==> src/design/pcs_pkg.sv <==
// Package for the priority counter scheduler: sizes, command codes,
// transfer payload types and the refill divide-by-ten helper.
// Depends on nothing; used by priority_counter_scheduler.
`default_nettype none

package pcs_pkg;

  // Table sizes and field widths.
  localparam int NUM_SLOTS = 8;
  localparam int SLOT_W    = $clog2(NUM_SLOTS);
  localparam int CNT_W     = 16;

  // Divide by ten through a reciprocal multiply; exact for 16-bit operands.
  localparam int              RECIP_SHIFT = 19;
  localparam logic [CNT_W:0]  RECIP_MUL   = 17'd52429;

  // Command codes of an input transfer.
  localparam logic CMD_TICK = 1'b0;
  localparam logic CMD_LOAD = 1'b1;

  typedef struct packed {
    logic              command;
    logic [2:0]        slot;
    logic [15:0]       load_counter;
    logic [15:0]       load_priority;
  } in_item_t;

  typedef struct packed {
    logic [2:0]        running_task;
    logic              switched;
    logic [15:0]       running_counter;
    logic              stuck;
  } out_item_t;

  // Quotient of a priority by ten.
  function automatic logic [CNT_W-1:0] div_ten(input logic [CNT_W-1:0] val);
    logic [2*CNT_W:0] prod;
    prod    = {{(CNT_W+1){1'b0}}, val} * {{CNT_W{1'b0}}, RECIP_MUL};
    div_ten = prod[RECIP_SHIFT +: CNT_W];
  endfunction

endpackage

`default_nettype wire

==> src/design/priority_counter_scheduler.sv <==
// Priority counter scheduler top level: slot tables in synchronous memories,
// a sequencer for tick, scan and refill passes, and the result register.
// Depends on pcs_pkg.
//
// Usage: the input channel carries load and tick commands, the output channel
// one result per input transfer, both with valid and stall. A load to a slot
// other than the idle slot 0 writes its counter and priority and marks it
// present. A tick decrements the running task's counter and, when it reaches
// zero or idle is running, scans the present slots for the largest counter;
// an all-zero scan triggers a refill pass (counter/2 + priority/10) that also
// picks the new best slot. A load passes through the read-back state and a
// tick through the decrement state, then the scan and refill passes when
// needed, before its result reaches the result register; a tick taken while
// idle runs skips the decrement. The sequencer handles one item at a time and
// stalls the input until it is back in idle; the scan length is set by the
// single read port of the counter memory, one slot per cycle.
// Reset clears the present bits, the running slot (idle) and the sequencer;
// the memories need no clearing since only present slots' words are used.
// A stalled result stays in the output register; the next item is accepted
// meanwhile and waits for the register before its own result is written.
`default_nettype none

module priority_counter_scheduler (
  input  wire logic              clk,
  input  wire logic              rst_n,
  input  wire logic              in_valid,
  output logic                   in_stall,
  input  wire pcs_pkg::in_item_t in_item,
  output logic                   out_valid,
  input  wire logic              out_stall,
  output pcs_pkg::out_item_t     out_item
);
  import pcs_pkg::*;

  typedef enum logic [5:0] {
    ST_IDLE   = 6'b000001,
    ST_DEC    = 6'b000010,
    ST_SCAN   = 6'b000100,
    ST_REFILL = 6'b001000,
    ST_RDOUT  = 6'b010000,
    ST_FIN    = 6'b100000
  } state_t;

  localparam logic [SLOT_W-1:0] TOP_SLOT  = SLOT_W'(NUM_SLOTS - 1);
  localparam logic [SLOT_W-1:0] IDLE_SLOT = '0;
  localparam logic [SLOT_W-1:0] LOW_SLOT  = SLOT_W'(1);

  // Slot tables.
  logic [CNT_W-1:0] cnt_mem [NUM_SLOTS];
  logic [CNT_W-1:0] pri_mem [NUM_SLOTS];
  logic [CNT_W-1:0] cnt_rd_r;
  logic [CNT_W-1:0] pri_rd_r;
  logic [SLOT_W-1:0] rd_addr;
  logic              cnt_we;
  logic [SLOT_W-1:0] cnt_waddr;
  logic [CNT_W-1:0]  cnt_wdata;
  logic              pri_we;

  // Sequencer state.
  state_t            state_r, state_nxt;
  logic [NUM_SLOTS-1:0] present_r, present_nxt;
  logic [SLOT_W-1:0] cur_r, cur_nxt;
  logic [SLOT_W-1:0] before_r, before_nxt;
  logic [SLOT_W-1:0] iss_r, iss_nxt;
  logic              iss_on_r, iss_on_nxt;
  logic [SLOT_W-1:0] evl_r, evl_nxt;
  logic              evl_on_r, evl_on_nxt;
  logic              found_r, found_nxt;
  logic [SLOT_W-1:0] best_slot_r, best_slot_nxt;
  logic [CNT_W-1:0]  best_cnt_r, best_cnt_nxt;
  logic [CNT_W-1:0]  res_cnt_r, res_cnt_nxt;
  logic              res_mem_r, res_mem_nxt;
  logic              res_stuck_r, res_stuck_nxt;
  logic              out_valid_r, out_valid_nxt;
  out_item_t         out_item_r, out_item_nxt;

  logic              in_acc;
  logic              load_ok;
  logic [CNT_W-1:0]  dec_val;
  logic [CNT_W:0]    refill_sum;
  logic [CNT_W-1:0]  refill_val;
  logic [CNT_W-1:0]  eval_val;
  logic              pass_done;

  assign in_stall  = (state_r != ST_IDLE);
  assign in_acc    = in_valid && !in_stall;
  assign load_ok   = (in_item.slot != IDLE_SLOT) && (32'(in_item.slot) < NUM_SLOTS);
  assign out_valid = out_valid_r;
  assign out_item  = out_item_r;

  // Arithmetic on the word read from the tables.
  assign dec_val    = (cnt_rd_r == '0) ? '0 : cnt_rd_r - CNT_W'(1);
  assign refill_sum = {2'b00, cnt_rd_r[CNT_W-1:1]} + {1'b0, div_ten(pri_rd_r)};
  assign refill_val = refill_sum[CNT_W] ? '1 : refill_sum[CNT_W-1:0];
  assign eval_val   = (state_r == ST_REFILL) ? refill_val : cnt_rd_r;
  assign pass_done  = !iss_on_r && !evl_on_r;

  // Read address: the pass pointer during scans, otherwise the running slot.
  always_comb begin
    rd_addr = cur_r;
    if (state_r == ST_SCAN || state_r == ST_REFILL) begin
      rd_addr = iss_r;
    end
  end

  // Write port selection for the counter and priority tables.
  always_comb begin
    cnt_we    = 1'b0;
    cnt_waddr = in_item.slot;
    cnt_wdata = in_item.load_counter;
    pri_we    = 1'b0;
    if (in_acc && in_item.command == CMD_LOAD && load_ok) begin
      cnt_we = 1'b1;
      pri_we = 1'b1;
    end else if (state_r == ST_DEC) begin
      cnt_we    = 1'b1;
      cnt_waddr = cur_r;
      cnt_wdata = dec_val;
    end else if (state_r == ST_REFILL && evl_on_r && present_r[evl_r]) begin
      cnt_we    = 1'b1;
      cnt_waddr = evl_r;
      cnt_wdata = refill_val;
    end
  end

  // Synchronous memories with a registered read port.
  always_ff @(posedge clk) begin
    if (cnt_we) begin
      cnt_mem[cnt_waddr] <= cnt_wdata;
    end
    if (pri_we) begin
      pri_mem[in_item.slot] <= in_item.load_priority;
    end
    cnt_rd_r <= cnt_mem[rd_addr];
    pri_rd_r <= pri_mem[rd_addr];
  end

  // Sequencer next state.
  always_comb begin
    state_nxt     = state_r;
    present_nxt   = present_r;
    cur_nxt       = cur_r;
    before_nxt    = before_r;
    iss_nxt       = iss_r;
    iss_on_nxt    = iss_on_r;
    evl_nxt       = evl_r;
    evl_on_nxt    = evl_on_r;
    found_nxt     = found_r;
    best_slot_nxt = best_slot_r;
    best_cnt_nxt  = best_cnt_r;
    res_cnt_nxt   = res_cnt_r;
    res_mem_nxt   = res_mem_r;
    res_stuck_nxt = res_stuck_r;
    out_valid_nxt = out_valid_r && out_stall;
    out_item_nxt  = out_item_r;

    unique case (state_r)
      ST_IDLE: begin
        if (in_acc) begin
          before_nxt    = cur_r;
          res_stuck_nxt = 1'b0;
          res_mem_nxt   = 1'b0;
          iss_nxt       = TOP_SLOT;
          iss_on_nxt    = 1'b1;
          evl_on_nxt    = 1'b0;
          found_nxt     = 1'b0;
          best_slot_nxt = IDLE_SLOT;
          best_cnt_nxt  = '0;
          if (in_item.command == CMD_LOAD) begin
            if (load_ok) begin
              present_nxt[in_item.slot] = 1'b1;
            end
            res_mem_nxt = 1'b1;
            state_nxt   = ST_RDOUT;
          end else if (cur_r == IDLE_SLOT) begin
            state_nxt = ST_SCAN;
          end else begin
            state_nxt = ST_DEC;
          end
        end
      end

      ST_DEC: begin
        // Running task loses one count; a zero count forces a reschedule.
        if (dec_val != '0) begin
          res_cnt_nxt = dec_val;
          state_nxt   = ST_FIN;
        end else begin
          state_nxt = ST_SCAN;
        end
      end

      ST_SCAN, ST_REFILL: begin
        // Issue one read per cycle from the top slot down to slot 1, evaluate it in the next cycle.
        evl_on_nxt = iss_on_r;
        if (iss_on_r) begin
          evl_nxt    = iss_r;
          iss_nxt    = iss_r - LOW_SLOT;
          iss_on_nxt = (iss_r != LOW_SLOT);
        end
        if (evl_on_r && present_r[evl_r] && (!found_r || eval_val > best_cnt_r)) begin
          found_nxt     = 1'b1;
          best_slot_nxt = evl_r;
          best_cnt_nxt  = eval_val;
        end
        if (pass_done) begin
          if (!found_r) begin
            cur_nxt     = IDLE_SLOT;
            res_cnt_nxt = '0;
            state_nxt   = ST_FIN;
          end else if (best_cnt_r != '0) begin
            cur_nxt     = best_slot_r;
            res_cnt_nxt = best_cnt_r;
            state_nxt   = ST_FIN;
          end else if (state_r == ST_SCAN) begin
            // Every present counter is zero: refill and choose again.
            iss_nxt    = TOP_SLOT;
            iss_on_nxt = 1'b1;
            evl_on_nxt = 1'b0;
            found_nxt  = 1'b0;
            state_nxt  = ST_REFILL;
          end else begin
            res_stuck_nxt = 1'b1;
            res_cnt_nxt   = '0;
            state_nxt     = ST_FIN;
          end
        end
      end

      ST_RDOUT: begin
        state_nxt = ST_FIN;
      end

      ST_FIN: begin
        // Move the result into the output register once it is free.
        if (!out_valid_r || !out_stall) begin
          out_valid_nxt                = 1'b1;
          out_item_nxt.running_task    = 3'(cur_r);
          out_item_nxt.switched        = (cur_r != before_r);
          out_item_nxt.running_counter = !res_mem_r ? 16'(res_cnt_r) :
                                         (cur_r == IDLE_SLOT) ? 16'd0 : 16'(cnt_rd_r);
          out_item_nxt.stuck           = res_stuck_r;
          state_nxt                    = ST_IDLE;
        end
      end

      default: begin
        state_nxt = ST_IDLE;
      end
    endcase
  end

  // Control registers.
  always_ff @(posedge clk) begin
    if (!rst_n) begin
      state_r     <= ST_IDLE;
      present_r   <= '0;
      cur_r       <= IDLE_SLOT;
      iss_on_r    <= 1'b0;
      evl_on_r    <= 1'b0;
      out_valid_r <= 1'b0;
    end else begin
      state_r     <= state_nxt;
      present_r   <= present_nxt;
      cur_r       <= cur_nxt;
      iss_on_r    <= iss_on_nxt;
      evl_on_r    <= evl_on_nxt;
      out_valid_r <= out_valid_nxt;
    end
  end

  // Payload registers.
  always_ff @(posedge clk) begin
    before_r    <= before_nxt;
    iss_r       <= iss_nxt;
    evl_r       <= evl_nxt;
    found_r     <= found_nxt;
    best_slot_r <= best_slot_nxt;
    best_cnt_r  <= best_cnt_nxt;
    res_cnt_r   <= res_cnt_nxt;
    res_mem_r   <= res_mem_nxt;
    res_stuck_r <= res_stuck_nxt;
    out_item_r  <= out_item_nxt;
  end

  // The running slot is always idle or a present task.
  a_cur_present: assert property (@(posedge clk) disable iff (!rst_n)
    (cur_r == IDLE_SLOT) || present_r[cur_r])
    else $error("running slot is not present");

  // A stuck result reports a zero counter.
  a_stuck_zero: assert property (@(posedge clk) disable iff (!rst_n)
    (out_valid && out_item.stuck) |-> (out_item.running_counter == 16'd0))
    else $error("stuck result with nonzero counter");

  // A load transfer always goes through the read-back cycle.
  a_load_path: assert property (@(posedge clk) disable iff (!rst_n)
    (in_valid && !in_stall && in_item.command == CMD_LOAD) |=> (state_r == ST_RDOUT))
    else $error("load did not enter read-back");

endmodule

`default_nettype wire

==> config.mk <==
export PLATFORM = sky130hd
export DESIGN_NAME = priority_counter_scheduler
export DESIGN_NICKNAME = d
export VERILOG_FILES = /design/src/design/pcs_pkg.sv /design/src/design/priority_counter_scheduler.sv
export SDC_FILE = /design/constraint.sdc
export NUM_CORES = 1
export LEC_CHECK = 0
export ABC_AREA = 1
export BUFFER_PORTS_ARGS = -buffer_cell sky130_fd_sc_hd__buf_2
export CELL_PAD_IN_SITES_DETAIL_PLACEMENT = 1
export CELL_PAD_IN_SITES_GLOBAL_PLACEMENT = 1
export CORE_MARGIN = 3
export CORE_UTILIZATION = 44
export CTS_CLUSTER_DIAMETER = 50
export DETAILED_ROUTE_END_ITERATION = 6
export GPL_ROUTABILITY_DRIVEN = 0
export PLACE_DENSITY_LB_ADDON = 0.1
export RECOVER_POWER = 25
export SYNTH_ARGS = -nofsm -noshare
export SYNTH_HDL_FRONTEND = slang
export SYNTH_SLANG_ARGS = --single-unit
==> constraint.sdc <==
create_clock -name clk -period 2.8 [get_ports clk]
set_input_delay 0.42 -clock clk [delete_from_list [all_inputs] [get_ports clk]]
set_output_delay 0.42 -clock clk [all_outputs]
set_load 0.01 [all_outputs]
# ---- Word level (Yosys, flattened, before mapping)
# Memories as Yosys holds them, arrays and structs flattened. A register that Yosys moved wholly into a read port is not among the register bits.
# Index checks and enable logic that the tools add are counted.
dict set report totals {
  register_bits 88
  ramBits 128
  out_inout_bits 23
  elab_cells 161
  in_bits 40
  n_memories 1
}
# memory depth width rd rd_clocked_by_memory_dff write_ports line
set memory_table {}
lappend memory_table {cnt_mem 8 16 1 1 1 priority_counter_scheduler.sv:49} ;# logic [CNT_W-1:0] cnt_mem [NUM_SLOTS];
dict set report op_classes {
  n_mux 78
  order_cmp 4
  n_eq_ne 19
  addsub 2
  n_reduce_logical 37
  bitwise 1
}
# operator n
set ops {}
lappend ops {{$mux 16} 14}
lappend ops {{$pmux 16 s2} 2}
lappend ops {{$mux 3} 15}
lappend ops {{$mux 6} 7}
lappend ops {{$reduce_bool 16->1} 2}
lappend ops {{$mux 1} 30}
lappend ops {{$pmux 6 s5} 1}
lappend ops {{$gt 16x16->1} 1}
lappend ops {{$logic_not 16->1} 1}
lappend ops {{$sub 16x1->16 const B} 1}
lappend ops {{$ne 2x2->1 const B} 7}
lappend ops {{$pmux 3 s2} 2}
lappend ops {{$logic_and 1x1->1} 10}
lappend ops {{$reduce_and 3->1} 3}
lappend ops {{$lt 3x4->1 const B} 2}
lappend ops {{$or 8x8->8} 1}
lappend ops {{$pmux 1 s2} 4}
lappend ops {{$reduce_and 2->1} 4}
lappend ops {{$reduce_and 4->1} 2}
lappend ops {{$eq 6x1->1 const B} 1}
lappend ops {{$eq 6x2->1 const B} 1}
lappend ops {{$eq 6x3->1 const B} 1}
lappend ops {{$eq 6x4->1 const B} 1}
lappend ops {{$eq 6x5->1 const B} 1}
lappend ops {{other kinds (18)} 27}

# ---- Logic depth before layout (Yosys ltp)
dict set report logic_depth {
  depth_word 11
  mapped_depth 14
}

# ---- Worst setup path after synthesis
# No wires, ideal clock.
dict set report synth_path {
  kind {flip-flop to flip-flop}
  start {register state_r[2]}
  end {register best_cnt_r[0], enable pin}
  path_stages_with_launch 8
  arrival_ns 2.376
  slack_ns 0.023
  synth_period_minus_slack_ns 2.777
  required_time_ns 2.399
  setup_ns 0.401
  cell_sequence {dfxtp_1 > nor2_1 > nand4_1 > nor2_1 > nor2_1 > inv_1 > nand2_1 > a21oi_1}
}
dict set report synth_between {
  elab_chain_len 5
  word_cells_on_any_way 11
}
# item line
set synth_rtl {}
lappend synth_rtl {{start, declared} priority_counter_scheduler.sv:60} ;# state_t state_r, state_nxt;
lappend synth_rtl {{start signal, assigned} priority_counter_scheduler.sv:263} ;# state_r <= state_nxt;
lappend synth_rtl {{$ne 6x1->1} priority_counter_scheduler.sv:85} ;# assign in_stall = (state_r != ST_IDLE);
lappend synth_rtl {{via in_stall} priority_counter_scheduler.sv:27} ;# output logic in_stall,
lappend synth_rtl {{$logic_not 1->1} priority_counter_scheduler.sv:86} ;# assign in_acc = in_valid && !in_stall;
lappend synth_rtl {{$logic_and 1x1->1} priority_counter_scheduler.sv:86}
lappend synth_rtl {{$ne 2x2->1 (no source line)} --}
lappend synth_rtl {{$reduce_and 3->1 (no source line)} --}
lappend synth_rtl {{end signal, assigned} priority_counter_scheduler.sv:279} ;# best_cnt_r <= best_cnt_nxt;
lappend synth_rtl {{end, declared} priority_counter_scheduler.sv:70} ;# logic [CNT_W-1:0] best_cnt_r, best_cnt_nxt;
# The timed path passes the listed nets, and every way through them passes these cells.
# A chain may end at the register's enable or synchronous reset.

# ---- Final worst setup path
dict set report layout_path {
  start {register state_r[2]}
  end {memory cnt_mem[3][4] (data pin)}
}
dict set report layout_between {
  elab_chain_len 6
  word_cells_on_any_way 8
}
# item line
set layout_rtl {}
lappend layout_rtl {{$ne 6x1->1} priority_counter_scheduler.sv:85}
lappend layout_rtl {{$logic_not 1->1} priority_counter_scheduler.sv:86}
lappend layout_rtl {{$logic_and 1x1->1} priority_counter_scheduler.sv:86}
lappend layout_rtl {{$logic_and 1x1->1 (2 in series)} priority_counter_scheduler.sv:112} ;# if (in_acc && in_item.command == CMD_LOAD && load_ok) begin
lappend layout_rtl {{$mux 16 (*)} priority_counter_scheduler.sv:112}
lappend layout_rtl {{via cnt_wdata[4]} priority_counter_scheduler.sv:56} ;# logic [CNT_W-1:0] cnt_wdata;
lappend layout_rtl {{end, declared} priority_counter_scheduler.sv:49}
# The timed path passes the listed nets; every way through them passes the cells marked *.

==> flow_metrics.py <==
metrics = {
    "run_status": {
        "status": "completed",
    },
    "logic_synthesis": {
        "synthArstFlopShare_pct": 0,
        "yosys_warnings": 0,
        "syn_area_mm2": 0.01024,
        "synth_top_area_share_pct": 57.45,
        "avgSynthCellArea_um2": 10.44,
        "synth_edf_count": 196,
        "synth_seq_cells": 232,
        "synth_fp_nets": 1040,
        "synth_seq_area_share_pct": 64.48,
        "synthFlopType": "edfxtp_1",
        "ys_top_cells_by_area": "edfxtp_1 57%, dfxtp_1 7.0%, nor2_1 4.9%",
        "synth_commonest_cells": "196 x edfxtp_1, 135 x nor2_1, 132 x nand2_1",
        "synth_top_area_cell": "edfxtp_1",
        "synthCells": 981,
        "yosysMostFrequentCell": "edfxtp_1",
        "yosysUniqueCellTypes": 42,
    },
    "timing": {
        "clock-skew-final_ns": 0.01899,
        "worst_slew_pin_slew_ns": 1.165,
        "fin_tns_setup_ns": 0,
        "rsz0062_at_grt": "false",
        "layout_worst_path_cycle_share_pct": 93.20,
        "slew_headroom_pct": 22.30,
        "slew_viol_final": 0,
        "hold_viol": 0,
        "fin_crit_ns": 2.610,
        "fmax_mhz": 383.2,
        "finalSetupViolCount": 0,
    },
    "drt": {
        "num_vias": 7543,
        "ant_nets": 0,
        "wl_per_cell_um": 19.44,
        "routed_wl_um": 27280,
        "via_per_inst": 5.376,
        "drc_errors": 0,
        "drt-initial-drc-count": 522,
        "dr.pass1.iters": 5,
    },
    "worst_setup_path": {
        "end_kind": "flip-flop",
        "criticalPathCategory": "reg2reg",
        "rr_startpoint": "state_r[2]$_SDFFE_PN0P_",
        "cp_slowest_stage_delay_ns": 0.82,
        "crit_arrival_ns": 2.81,
        "path_delay_family": "compound AO/OA/AOI/OAI gates",
        "r2r_end": "cnt_mem[3][4]$_DFFE_PP_",
        "cp_slowest_cell": "o21ai_0",
        "crit_cells": 5,
        "ff2ff_path_depth": 5,
        "critPathLaunchType": "flip-flop",
        "crit_path_cell_trace": "nor2_1, and3_1, clkinv_1, buf_4, o21ai_0",
        "crit_end": "cnt_mem[3][4]$_DFFE_PP_",
        "cp-startpoint": "state_r[2]$_SDFFE_PN0P_",
        "critPathMaxFanout": 32,
        "critPathRequiredTime_ns": 3.00,
        "cp_num_buf_inv": 2,
        "r2r_setup_slack_ns": 0.19,
    },
    "die": {
        "rows": 55,
        "start_util_pct": 44.98,
        "die_w_um": 158.6,
        "pin_count": 63,
        "dieArea_mm2": 0.02515,
        "die_y_um": 158.6,
        "core_mm2": 0.02278,
    },
    "min_path": {
        "hold_path_class": "in2reg",
    },
    "pwr": {
        "peakVddDrop_v": 0.0004740,
        "p_leak_nw": 4.596,
        "powerDensity_mw_per_mm2": 850.3,
    },
    "clock_tree": {
        "cts.repair.resized": 0,
        "cts_sinks": 232,
        "ctsHoldBuffers": 0,
        "cts_tree": "done",
        "insertion_delay_ns": 0.55,
        "post_cts_buffers": 0,
        "root_buffer": "clkbuf_16",
        "htreeDepth": 1,
        "cts_buffers": 30,
        "clkTransAtPathRegs_ns": 0.06,
        "max-clock-path-buffers": 3,
    },
    "placed_design": {
        "port_buffers": 46,
        "placed_area_mm2": 0.01111,
        "hpwl_um": 18340,
    },
    "finish": {
        "stdcell_area_mm2": 0.01210,
        "nNetsFinal": 1125,
        "areaGrowthSynthToFinish_pct": 18.12,
        "drive_above_1_share_pct": 12.75,
        "num_antenna_cells": 0,
    },
    "global_routing": {
        "grt_pass1_vias": 7921,
        "antenna_found_initial": 0,
        "grt_max_degree": 65,
        "grt-ovfl-total": 0,
        "grt_pass1_wl_um": 42870,
        "track_usage_pct": 22.09,
    },
    "flow_run": {
        "cap_violations": 0,
    },
}
==> worst min-delay path by stage <==
| stage | endpoint | slack (ns) | cells after the start | from |
|---|---|---|---|---|
| after floorplan | out_item[0]$_DFFE_PP_ | 0.40 | 0 | res_stuck_r$_DFFE_PP_ |
| after detailed placement | present_r[0]$_SDFFE_PN0P_ | 0.42 | 2 | present_r[0]$_SDFFE_PN0P_ |
| final | res_mem_r$_DFFE_PP_ | 0.07 | 1 | in_item[35] |
| after global routing | res_mem_r$_DFFE_PP_ | 0.05 | 1 | in_item[35] |
| after global placement | present_r[0]$_SDFFE_PN0P_ | 0.41 | 2 | present_r[0]$_SDFFE_PN0P_ |
| after CTS | res_mem_r$_DFFE_PP_ | 0.05 | 1 | in_item[35] |
==> routing by layer <==
metal / global-route usage (%) / wire length [µm] / vias up
li1: - / - / 3596
met1: 29.61 / 12200 / 3753
met2: 37.26 / 13330 / 141
met3: 3.180 / 1023 / 53
met4: 7.046 / 727 / 0
met5: 0 / 0 / -
==> power by group <==
part | switching, mW | internal (mW)
clock network | 1.52 | 2.35
registers | 0.267 | 4.10
logic | 1.37 | 0.687
total | 3.15 | 7.14
==> kinds of logic after synthesis <==
group / synth area share, %
AND/OR/NAND/NOR: 14.48
XOR/XNOR: 0.5130
flip-flops: 64.48
AO/OA/AOI/OAI: 11.74
adder cells (fa/ha/maj): 2.320
buffers and inverters: 6.460
==> flip-flops by register name, indices dropped and copies added, names as in the netlist <==
signal,cells
res_mem_r,1
best_slot_r,3
evl_r,3
cnt_rd_r,16
out_valid,1
iss_r,3
evl_on_r,1
res_cnt_r,16
res_stuck_r,1
found_r,1
state_r,6
cur_r,3
iss_on_r,1
out_item,21
best_cnt_r,16
before_r,3
cnt_mem,128
present_r,8
==> metrics by stage <==
| step | power, mW | setup slack, ns | util [%] | cells | hold WS, ns |
|---|---|---|---|---|---|
| floorplan | 5.668 | 0.02274 | - | 981 | 0.4003 |
| global placement | 6.427 | 0.3120 | 48.79 | 1347 | 0.4137 |
| detailed placement | 6.500 | 0.2190 | 48.79 | 1347 | 0.4169 |
| CTS | 10.41 | 0.1776 | 53.31 | 1403 | 0.05109 |
| global route | 10.84 | 0.01198 | 53.13 | 1403 | 0.05415 |
| finish | 10.29 | 0.1904 | 53.13 | 1403 | 0.07089 |
==> layout by cell type (no fill, tap or decap), drive strengths merged <==
cell	Yosys	layout
nand3b	1	1
inv	115	119
dfxtp	36	36
ha	19	19
bufinv	0	2
clkinvlp	0	4
o21ai	120	120
nand3	54	54
edfxtp	196	196
a211oi	3	3
clkbuf	21	62
a31oi	1	1
a21o	1	1
o22ai	48	48
a2111oi	1	1
and3	1	1
o221ai	1	1
o21a	3	3
buf	17	64
nand4	13	13
o211ai	6	6
o31ai	1	1
nor3	6	6
a21boi	1	1
xnor2	3	3
clkinv	4	15
a21oi	27	27
nor2	140	140
nor4	3	3
nand2	136	136
xor2	3	3
==> layout make-up <==
cell class / instances / area (µm²)
Fill cell: 2483 / 10680
Sequential cell: 232 / 6606
Multi-Input combinational cell: 592 / 2993
Clock buffer: 35 / 843.3
Timing Repair Buffer: 91 / 634.4
Inverter: 119 / 447.9
Tap cell: 313 / 391.6
Clock inverter: 21 / 185.2
No activity file was read; power rests on OpenSTA's default activity.
